$ cat src/hdl/pfd_pkg.sv
package pfd_pkg;

  // frame length and register reset values (8 timer ticks per microsecond)
  localparam int unsigned NumChannelsDef = 8;
  localparam logic [7:0]  SyncGapReset   = 8'd42;
  localparam logic [15:0] MinWidthReset  = 16'd5600;
  localparam logic [15:0] MaxWidthReset  = 16'd18400;

  localparam int unsigned CfgIdxW  = 2;
  localparam int unsigned CfgDataW = 16;

  typedef enum logic [CfgIdxW-1:0] {
    CFG_SYNC_GAP  = 2'd0,
    CFG_MIN_WIDTH = 2'd1,
    CFG_MAX_WIDTH = 2'd2
  } cfg_reg_e;

  typedef struct packed {
    logic [7:0]  sync_gap_threshold;
    logic [15:0] min_pulse_width;
    logic [15:0] max_pulse_width;
  } cfg_t;

  typedef struct packed {
    logic [15:0] capture_time;
    logic [7:0]  coarse_time;
  } in_item_t;

  typedef struct packed {
    logic [3:0]  channel_index;
    logic [15:0] pulse_width;
    logic        last_channel;
  } out_item_t;

  typedef enum logic [1:0] {
    ST_IDLE,
    ST_READ,
    ST_HOLD
  } fsm_state_e;

endpackage

$ cat src/hdl/pfd_width_mem.sv
module pfd_width_mem #(
  parameter int unsigned NUM_CHANNELS = pfd_pkg::NumChannelsDef,
  localparam int unsigned IdxW = (NUM_CHANNELS > 1) ? $clog2(NUM_CHANNELS) : 1
) (
  input  logic            clk_i,
  input  logic            wr_en_i,
  input  logic [IdxW-1:0] wr_addr_i,
  input  logic [15:0]     wr_data_i,
  input  logic            rd_en_i,
  input  logic [IdxW-1:0] rd_addr_i,
  output logic [15:0]     rd_data_o
);

  logic [15:0] mem_q [NUM_CHANNELS];
  logic [15:0] rd_data_q;

  always_ff @(posedge clk_i) begin
    if (wr_en_i) begin
      mem_q[wr_addr_i] <= wr_data_i;
    end
  end

  always_ff @(posedge clk_i) begin
    if (rd_en_i) begin
      rd_data_q <= mem_q[rd_addr_i];
    end
  end

  assign rd_data_o = rd_data_q;

endmodule

$ cat src/hdl/pfd_frame_fsm.sv
module pfd_frame_fsm #(
  parameter int unsigned NUM_CHANNELS = pfd_pkg::NumChannelsDef,
  localparam int unsigned IdxW = (NUM_CHANNELS > 1) ? $clog2(NUM_CHANNELS) : 1,
  localparam int unsigned PhW  = $clog2(NUM_CHANNELS + 1)
) (
  input  logic                clk_i,
  input  logic                rst_ni,
  input  pfd_pkg::cfg_t       cfg_i,
  input  logic                in_valid_i,
  output logic                in_stall_o,
  input  pfd_pkg::in_item_t   in_item_i,
  output logic                out_valid_o,
  input  logic                out_stall_i,
  output pfd_pkg::out_item_t  out_item_o,
  output logic                mem_wr_en_o,
  output logic [IdxW-1:0]     mem_wr_addr_o,
  output logic [15:0]         mem_wr_data_o,
  output logic                mem_rd_en_o,
  output logic [IdxW-1:0]     mem_rd_addr_o,
  input  logic [15:0]         mem_rd_data_i
);

  pfd_pkg::fsm_state_e state_q, state_d;
  logic [PhW-1:0]  phase_q, phase_d;
  logic [15:0]     prev_q, prev_d;
  logic [7:0]      sync_ref_q, sync_ref_d;
  logic [IdxW-1:0] cnt_q, cnt_d;

  logic        in_acc;
  logic        out_acc;
  logic [15:0] width;
  logic [7:0]  gap;
  logic        width_ok;
  logic        frame_full;
  logic        cnt_last;

  assign in_acc     = in_valid_i && (state_q == pfd_pkg::ST_IDLE);
  assign out_acc    = out_valid_o && !out_stall_i;
  assign width      = in_item_i.capture_time - prev_q;
  assign gap        = in_item_i.coarse_time - sync_ref_q;
  assign width_ok   = (width >= cfg_i.min_pulse_width) && (width <= cfg_i.max_pulse_width);
  assign frame_full = (phase_q == PhW'(NUM_CHANNELS));
  assign cnt_last   = (cnt_q == IdxW'(NUM_CHANNELS - 1));

  always_ff @(posedge clk_i or negedge rst_ni) begin
    if (!rst_ni) begin
      state_q    <= pfd_pkg::ST_IDLE;
      phase_q    <= '0;
      prev_q     <= '0;
      sync_ref_q <= '0;
      cnt_q      <= '0;
    end else begin
      state_q    <= state_d;
      phase_q    <= phase_d;
      prev_q     <= prev_d;
      sync_ref_q <= sync_ref_d;
      cnt_q      <= cnt_d;
    end
  end

  always_comb begin
    state_d       = state_q;
    phase_d       = phase_q;
    prev_d        = prev_q;
    sync_ref_d    = sync_ref_q;
    cnt_d         = cnt_q;
    mem_wr_en_o   = 1'b0;
    mem_wr_addr_o = IdxW'(phase_q - PhW'(1));
    mem_wr_data_o = width;
    mem_rd_en_o   = 1'b0;
    mem_rd_addr_o = cnt_q;
    in_stall_o    = (state_q != pfd_pkg::ST_IDLE);
    out_valid_o   = (state_q == pfd_pkg::ST_HOLD);

    unique case (state_q)
      pfd_pkg::ST_IDLE: begin
        if (in_acc) begin
          prev_d = in_item_i.capture_time;
          if (phase_q == '0) begin
            // hunting: every event moves the coarse reference
            sync_ref_d = in_item_i.coarse_time;
            if (gap > cfg_i.sync_gap_threshold) begin
              phase_d = PhW'(1);
            end
          end else if (!width_ok) begin
            phase_d    = '0;
            sync_ref_d = in_item_i.coarse_time;
          end else begin
            mem_wr_en_o = 1'b1;
            if (frame_full) begin
              phase_d    = '0;
              sync_ref_d = in_item_i.coarse_time;
              cnt_d      = '0;
              state_d    = pfd_pkg::ST_READ;
            end else begin
              phase_d = phase_q + PhW'(1);
            end
          end
        end
      end
      pfd_pkg::ST_READ: begin
        mem_rd_en_o = 1'b1;
        state_d     = pfd_pkg::ST_HOLD;
      end
      pfd_pkg::ST_HOLD: begin
        if (out_acc) begin
          if (cnt_last) begin
            state_d = pfd_pkg::ST_IDLE;
          end else begin
            cnt_d   = cnt_q + IdxW'(1);
            state_d = pfd_pkg::ST_READ;
          end
        end
      end
      default: state_d = pfd_pkg::ST_IDLE;
    endcase
  end

  assign out_item_o.channel_index = 4'(cnt_q);
  assign out_item_o.pulse_width   = mem_rd_data_i;
  assign out_item_o.last_channel  = cnt_last;

`ifndef SYNTHESIS
  a_phase_range: assert property (@(posedge clk_i) disable iff (!rst_ni)
    phase_q <= PhW'(NUM_CHANNELS))
    else $error("frame phase beyond channel count");

  a_no_input_while_emit: assert property (@(posedge clk_i) disable iff (!rst_ni)
    out_valid_o |-> in_stall_o)
    else $error("input open while a result is shown");

  a_last_returns_idle: assert property (@(posedge clk_i) disable iff (!rst_ni)
    (out_acc && out_item_o.last_channel) |=> (!in_stall_o && !out_valid_o))
    else $error("decoder not idle after last channel");

  a_frame_starts_at_zero: assert property (@(posedge clk_i) disable iff (!rst_ni)
    (in_acc && mem_wr_en_o && frame_full) |=> (cnt_q == '0 && phase_q == '0))
    else $error("emission does not start at channel zero");
`endif

endmodule

$ cat src/hdl/ppm_frame_decoder_top.sv
// channel  | handshake                  | payload
// ---------+----------------------------+--------------------------------------
// in       | in_valid_i / in_stall_o    | in_item_i: capture_time, coarse_time
// out      | out_valid_o / out_stall_i  | out_item_o: channel_index, pulse_width,
//          |                            |   last_channel
// cfg      | cfg_we_i                   | cfg_index_i, cfg_wdata_i
//
// an item that completes no frame leaves the decoder idle, and the next one may follow
// in the next cycle; the item that completes a frame is followed by NUM_CHANNELS
// results, each a width store read and then an output state (ST_READ, ST_HOLD), so the
// input stays stalled until the last result has been taken, output stalls included
// widths live in a one-port-write, one-port-read memory with registered read data
// reset clears control state and loads the register defaults; the width memory is
// not cleared, every entry emitted is written earlier in the same frame
module ppm_frame_decoder_top #(
  parameter int unsigned NUM_CHANNELS = pfd_pkg::NumChannelsDef
) (
  input  logic                           clk_i,
  input  logic                           rst_ni,
  input  logic                           cfg_we_i,
  input  logic [pfd_pkg::CfgIdxW-1:0]    cfg_index_i,
  input  logic [pfd_pkg::CfgDataW-1:0]   cfg_wdata_i,
  input  logic                           in_valid_i,
  output logic                           in_stall_o,
  input  pfd_pkg::in_item_t              in_item_i,
  output logic                           out_valid_o,
  input  logic                           out_stall_i,
  output pfd_pkg::out_item_t             out_item_o
);

  localparam int unsigned IdxW = (NUM_CHANNELS > 1) ? $clog2(NUM_CHANNELS) : 1;

  pfd_pkg::cfg_t   cfg_q, cfg_d;
  logic            mem_wr_en;
  logic [IdxW-1:0] mem_wr_addr;
  logic [15:0]     mem_wr_data;
  logic            mem_rd_en;
  logic [IdxW-1:0] mem_rd_addr;
  logic [15:0]     mem_rd_data;

  always_comb begin
    cfg_d = cfg_q;
    if (cfg_we_i) begin
      unique case (cfg_index_i)
        pfd_pkg::CFG_SYNC_GAP:  cfg_d.sync_gap_threshold = cfg_wdata_i[7:0];
        pfd_pkg::CFG_MIN_WIDTH: cfg_d.min_pulse_width    = cfg_wdata_i;
        pfd_pkg::CFG_MAX_WIDTH: cfg_d.max_pulse_width    = cfg_wdata_i;
        default: ;
      endcase
    end
  end

  always_ff @(posedge clk_i or negedge rst_ni) begin
    if (!rst_ni) begin
      cfg_q.sync_gap_threshold <= pfd_pkg::SyncGapReset;
      cfg_q.min_pulse_width    <= pfd_pkg::MinWidthReset;
      cfg_q.max_pulse_width    <= pfd_pkg::MaxWidthReset;
    end else begin
      cfg_q <= cfg_d;
    end
  end

  pfd_frame_fsm #(
    .NUM_CHANNELS (NUM_CHANNELS)
  ) u_fsm (
    .clk_i         (clk_i),
    .rst_ni        (rst_ni),
    .cfg_i         (cfg_q),
    .in_valid_i    (in_valid_i),
    .in_stall_o    (in_stall_o),
    .in_item_i     (in_item_i),
    .out_valid_o   (out_valid_o),
    .out_stall_i   (out_stall_i),
    .out_item_o    (out_item_o),
    .mem_wr_en_o   (mem_wr_en),
    .mem_wr_addr_o (mem_wr_addr),
    .mem_wr_data_o (mem_wr_data),
    .mem_rd_en_o   (mem_rd_en),
    .mem_rd_addr_o (mem_rd_addr),
    .mem_rd_data_i (mem_rd_data)
  );

  pfd_width_mem #(
    .NUM_CHANNELS (NUM_CHANNELS)
  ) u_mem (
    .clk_i     (clk_i),
    .wr_en_i   (mem_wr_en),
    .wr_addr_i (mem_wr_addr),
    .wr_data_i (mem_wr_data),
    .rd_en_i   (mem_rd_en),
    .rd_addr_i (mem_rd_addr),
    .rd_data_o (mem_rd_data)
  );

endmodule
$ cat config.mk
export PLATFORM = sky130hd
export DESIGN_NAME = ppm_frame_decoder_top
export DESIGN_NICKNAME = d
export VERILOG_FILES = /design/src/hdl/pfd_pkg.sv /design/src/hdl/pfd_width_mem.sv /design/src/hdl/pfd_frame_fsm.sv /design/src/hdl/ppm_frame_decoder_top.sv
export SDC_FILE = /design/constraint.sdc
export NUM_CORES = 1
export LEC_CHECK = 0
export ABC_AREA = 1
export BUFFER_PORTS_ARGS = -buffer_cell sky130_fd_sc_hd__buf_2
export CORE_ASPECT_RATIO = 1.4
export CORE_MARGIN = 4
export CORE_UTILIZATION = 68
export CTS_BUF_LIST = sky130_fd_sc_hd__clkbuf_8
export DETAILED_ROUTE_END_ITERATION = 8
export PLACE_DENSITY = 0.91
export SLEW_MARGIN = 5
export SYNTH_ARGS = -nofsm -noshare
export SYNTH_HDL_FRONTEND = slang
export SYNTH_SLANG_ARGS = --single-unit
$ cat constraint.sdc
create_clock -name clk_i -period 7.4 [get_ports clk_i]
set_input_delay 0.74 -clock clk_i [delete_from_list [all_inputs] [get_ports clk_i]]
set_output_delay 0.74 -clock clk_i [all_outputs]
set_load 0.02 [all_outputs]
Word level (Yosys, flattened, before mapping):

Memory sizes are Yosys's and may differ from the RTL's. A register that Yosys moved wholly into a read port is not among the register bits.
Index checks and enable logic that the tools add are counted.

* $add $sub $neg: 5
* order comparisons: 3
* eq/ne operators: 14
* multiplexer cells: 28
* reductions and logical operators: 17

Operators by type and width (number)
* 8-bit 2-to-1 mux: 3
* 3-bit 2-to-1 mux: 6
* 16-bit greater-or-equal comparator: 1
* 16-bit less-or-equal comparator: 1
* 4-bit 2-to-1 mux: 4
* 16-bit subtractor: 1
* 2-bit 2-to-1 mux: 5
* 8-bit greater-than comparator: 1
* 1-bit 2-to-1 mux: 8
* 2-bit inequality test, second input constant: 4
* 2-bit AND reduction: 4
* 8-bit subtractor: 1
* 7-bit AND reduction: 1
* 2-bit by 1-bit inequality test with 1-bit output, second input constant: 3
* 2-bit case mux with 3 select lines: 1
* 3-bit case mux with 2 select lines: 1
* 3-bit AND reduction: 2
* 5-bit AND reduction: 1
* 4-bit by 1-bit adder with 4-bit output, second input constant: 1
* 2-bit by 1-bit equality test with 1-bit output, second input constant: 2
* 2-bit equality test, second input constant: 2
* 4-bit equality test, second input constant: 1
* 2-bit logical NOT: 2
* 4-bit logical NOT: 1
* other kinds (7): 10

* bits in registers: 73
* memory bits (writable): 128
* output and inout bits: 23
* memories kept: 1

Memory list
* u_mem.mem_q: depth 8, bits a word 16, rd ports 1, clocked after Yosys merged registers in 1, write ports 1, line pfd_width_mem.sv:14 `logic [15:0] mem_q [NUM_CHANNELS];`

Longest topological paths before layout:

* depth in word-level cells: 9
* mapped depth: 23
* depth with buffers taken out: 23

Hierarchy:

Synthesis repeated with hierarchy kept, for this count alone.

* cell total of the unflattened synthesis: 1294
* area total of the unflattened synthesis: 11782.6 µm²

Modules (own cells, without submodules)
* pfd_width_mem: instances 1, cells each 587, area an instance 6149.6 µm²
* pfd_frame_fsm: instances 1, cells each 528, area an instance 3832.4 µm²
* ppm_frame_decoder_top: instances 1, cells each 179, area an instance 1800.5 µm²

Worst setup path before layout:

Ideal clock, no wire load.

* path type: in2reg
* from: input in_item_i[8] in the netlist's numbering
* to: memory u_mem.mem_q[6][0] (enable)
* data arrival time: 4026 ps
* slack: 2986 ps
* stages: 17
* cells stage by stage: inv_1 > ha_1 > fa_1 > nor3_1 > nor2_1 > o21ai_0 > xor2_1 > ha_1 > nand2_1 > o21ai_0 > a21oi_1 > nand2_1 > nand2_1 > nand2_2 > inv_2 > nand3_2 > nor2_1

* word-level cells in the longest chain between the ends: 9
* elaborated cells between the ends (all ways): 10

RTL lines
* start, declared: line ppm_frame_decoder_top.sv:25 `input pfd_pkg::in_item_t in_item_i,`
* 16-bit subtractor *: line pfd_frame_fsm.sv:39 `assign width = in_item_i.capture_time - prev_q;`
* named net mem_wr_data[14]: line ppm_frame_decoder_top.sv:36 `logic [15:0] mem_wr_data;`
* 16-bit greater-or-equal comparator or 16-bit less-or-equal comparator (tied branches): line pfd_frame_fsm.sv:41 `assign width_ok = (width >= cfg_i.min_pulse_width) && (width <= cfg_i.max_pulse_width);`
* 1-bit logical AND *: line pfd_frame_fsm.sv:41
* 1-bit 2-to-1 mux *: line pfd_frame_fsm.sv:85 `end else if (!width_ok) begin`
* 1-bit 2-to-1 mux *: line pfd_frame_fsm.sv:79 `if (phase_q == '0) begin`
* 1-bit 2-to-1 mux *: line pfd_frame_fsm.sv:77 `if (in_acc) begin`
* 1-bit 2-to-1 mux *: line pfd_frame_fsm.sv:75 `unique case (state_q)`
* 1-bit 2-to-1 mux *: line pfd_width_mem.sv:18 `if (wr_en_i) begin`
* 1-bit 2-to-1 mux (implied by the code) *: line pfd_width_mem.sv:19 `mem_q[wr_addr_i] <= wr_data_i;`
* end, declared: line pfd_width_mem.sv:14

Mark *: on every way through the listed nets, which the timed path passes. The rest lies on a longest branch.

Worst setup path after layout:

* from: register u_fsm.prev_q[0]
* to: memory u_mem.mem_q[4][5] (enable)

* word-level cells in the longest chain between the ends: 9
* elaborated cells between the ends (all ways): 10

RTL lines
* start, declared: line pfd_frame_fsm.sv:25 `logic [15:0] prev_q, prev_d;`
* start signal, assigned: line pfd_frame_fsm.sv:55 `prev_q <= prev_d;`
* 16-bit subtractor *: line pfd_frame_fsm.sv:39
* named net mem_wr_data[12]: line ppm_frame_decoder_top.sv:36
* 16-bit greater-or-equal comparator or 16-bit less-or-equal comparator (tied branches): line pfd_frame_fsm.sv:41
* 1-bit logical AND *: line pfd_frame_fsm.sv:41
* 1-bit 2-to-1 mux *: line pfd_frame_fsm.sv:85
* 1-bit 2-to-1 mux *: line pfd_frame_fsm.sv:79
* 1-bit 2-to-1 mux *: line pfd_frame_fsm.sv:77
* 1-bit 2-to-1 mux *: line pfd_frame_fsm.sv:75
* 1-bit 2-to-1 mux *: line pfd_width_mem.sv:18
* 1-bit 2-to-1 mux (implied by the code) *: line pfd_width_mem.sv:19

Marks and branches as above.

==> impl_metrics.json <==
{
  "powerDensity_nw_per_um2": 314,
  "die_area_sq_um": 17600,
  "ir_drop_mv": 0.224,
  "path_class": "flop to flop",
  "setup_ws_ns": 2.62,
  "power_leakage_nw": 5.13,
  "place_hpwl_microns": 16200,
  "clk_latency_ns": 0.57,
  "synth_xor_area_share_pct": 1.75,
  "clkTransAtPathRegs_ns": 0.07,
  "dp.cells": 1292,
  "cp_data_arrival_time_ns": 4.96,
  "r2r-end": "u_mem.mem_q[4][5]$_DFFE_PP_",
  "overflow": 0,
  "max-clock-path-buffers": 3,
  "synthTopCellsByCount": "161 x nand2_1, 155 x nor2_1, 144 x edfxtp_1",
  "hold_viol": 0,
  "htreeDepth": 1,
  "relSlewSlack_pct": 26.4,
  "synth_compound_area_share_pct": 11.1,
  "muxShareOfSynthArea_pct": 0,
  "crit_path_end_kind": "flop",
  "fin_nets": 1248,
  "synth_cells": 1051,
  "drive_gt1_share_pct": 14.1,
  "rsz0062_at_grt": "false",
  "fp-row-count": 53,
  "antenna_cells": 0,
  "yosysMostFrequentCell": "nand2_1",
  "r2r_start": "u_fsm.prev_q[0]$_DFFE_PN0P_",
  "status": "complete, no violations",
  "fin_skew_ns": 0.0260,
  "grt_usage_pct": 27.5,
  "ff2ff_path_depth": 16,
  "fin_tns_setup_ns": 0,
  "required_ns": 7.57,
  "vias_per_cell": 5.81,
  "ios": 70,
  "synth_edf_count": 144,
  "wirelength_microns": 23600,
  "hold_buffers": 0,
  "synth_top_area_share_pct": 41.1,
  "maxCapViolCount": 0,
  "grt_start_max_net_pins": 74,
  "synth-simple-area-share_pct": 14.3,
  "cts.sinks": 217,
  "dp_slack_ns": 1.91,
  "syn_area_sq_um": 10500,
  "root_buffer": "clkbuf_8",
  "worstSetupStartpointType": "flop",
  "start_util_pct": 69.6,
  "yosysSeqAreaShare_pct": 58.6,
  "synth_fa_ha_area_share_pct": 8.23,
  "fp.dieW_microns": 113,
  "drtIter0Drc": 591,
  "drc": 0,
  "fin_crit_ns": 4.78,
  "ant_nets": 0,
  "areaGrowthSynthToFinish_pct": 10.9,
  "hp-class": "input pin to asynchronous set/reset pin",
  "fin_crit_sh_pct": 64.6,
  "clock.fmax_ghz": 0.209,
  "finalSetupViolCount": 0,
  "antenna_found_initial": 0,
  "synth_top_family_by_area": "simple AND/OR/NAND/NOR gates",
  "drv_slew": 0,
  "worst-path-max-fanout": 16,
  "syn_avg_cell_area_sq_um": 10.0,
  "ys_warn_count": 0,
  "cts_inserted_buffers": 31,
  "synth_cell_type_count": 41,
  "cts_resized": 0,
  "r2r_slack_ns": 2.62,
  "syn_nets": 1166,
  "yosys.area.top_type": "edfxtp_1",
  "first_pass_iters": 5,
  "postCtsSetupRepairBufs": 0,
  "drt-wirelength-per-cell_microns": 17.5,
  "finalNonFillerCells": 1349,
  "grt_pass1_vias": 7961,
  "num_vias": 7841,
  "coreArea_sq_um": 15100,
  "synthFlopType": "edfxtp_1",
  "grt_pass1_wl_microns": 38500,
  "async_flop_share_pct": 33.6,
  "port_buffers": 68,
  "worst_slew_pin_slew_ns": 1.10,
  "cts_tree": "built",
  "ys_ff_latch": 217,
  "die_y_microns": 155,
  "place.gp.congestion": 0.932,
  "synthTopCellsByArea": "edfxtp_1 41%, dfrtp_1 14%, ha_1 7.8%"
}
==> through the flow <==
stage | hold slack (ns) | instance area, sq um | power [mW] | utilization (%)
finish | 0.370 | 11700 | 3.66 | 77.2
global route | 0.414 | 11700 | 3.89 | 77.2
CTS | 0.388 | 11700 | 3.66 | 77.2
detailed placement | 0.467 | 11100 | 2.78 | 73.2
global placement | 0.458 | 11100 | 2.71 | 73.2
floorplan | 0.442 | 10500 | 2.42 | -
==> cell type report <==
type	instances	area (sq um)
clock buffer	37	509
clock inverter	20	82.6
fill	992	3450
inverter	127	477
multi-input combinational	673	3740
sequential	217	6170
tap	192	240
timing repair buffer	83	453
==> report_power, final <==
| part | switching (mW) | leakage (nW) | internal (mW) | total, mW |
|---|---|---|---|---|
| clock network | 0.431 | 0.359 | 0.451 | 0.882 |
| logic | 0.832 | 2.59 | 0.402 | 1.23 |
| registers | 0.0531 | 2.17 | 1.49 | 1.55 |
| total | 1.32 | 5.13 | 2.35 | 3.66 |
==> placed cells by master (no fill, tap or decap), types with 37 or more instances in the layout <==
master / netlist / layout
a21oi_1: 38 / 38
buf_2: 7 / 68
clkbuf_8: 0 / 37
dfrtp_1: 57 / 56
edfxtp_1: 144 / 144
ha_1: 66 / 66
inv_1: 123 / 138
nand2_1: 161 / 161
nor2_1: 155 / 153
o21ai_0: 130 / 130
==> worst max path at each step <==
stage                                           start                           to
after floorplan                          in_item_i[8]  u_mem.mem_q[6][0]$_DFFE_PP_
after global placement                   in_item_i[8]  u_mem.mem_q[6][3]$_DFFE_PP_
final                     u_fsm.prev_q[0]$_DFFE_PN0P_  u_mem.mem_q[4][5]$_DFFE_PP_
after global routing      u_fsm.prev_q[2]$_DFFE_PN0P_  u_mem.mem_q[6][4]$_DFFE_PP_
after detailed placement                 in_item_i[8]  u_mem.mem_q[4][2]$_DFFE_PP_
after CTS                 u_fsm.prev_q[0]$_DFFE_PN0P_  u_mem.mem_q[6][1]$_DFFE_PP_
==> worst max-delay path: stages, from the launching register on <==
cell	delay (ns)
dfrtp_1	0.40
ha_1	0.22
fa_1	0.43
o21ai_0	0.35
nand4_1	0.13
nand3_1	0.13
xor2_1	0.79
ha_1	0.39
nand2_1	0.10
nor2_1	0.05
a21oi_1	0.15
nand2_1	0.07
nand2_1	0.18
nand2_2	0.11
inv_2	0.10
nand3_2	0.12
nor2_2	0.67
==> cells by family (layout without fill, tap and decap cells) <==
family | after synthesis | in the layout
compound gates | 217 | 217
simple gates | 366 | 366
flops | 217 | 217
other cells | 1 | 1
fa+ha+maj | 68 | 68
xor+xnor | 21 | 21
buf+inv | 161 | 267
==> sequential cells by signal (all words and copies together) (netlist names) <==
name	cells
u_fsm.mem_rd_addr_o	3
u_fsm.sync_ref_q	8
u_mem.mem_q	128
u_fsm.prev_q	16
u_fsm.phase_q	4
cfg_q	40
u_fsm.state_q	2
u_mem.rd_data_o	16
==> layer usage <==
layer / wire [microns] / global-route usage [%]
met1: 8730 / 32.6
met2: 12400 / 49.3
met3: 1460 / 3.81
met4: 1040 / 12.6
met5: 0 / 0
No activity file was read; power rests on OpenSTA's default activity.
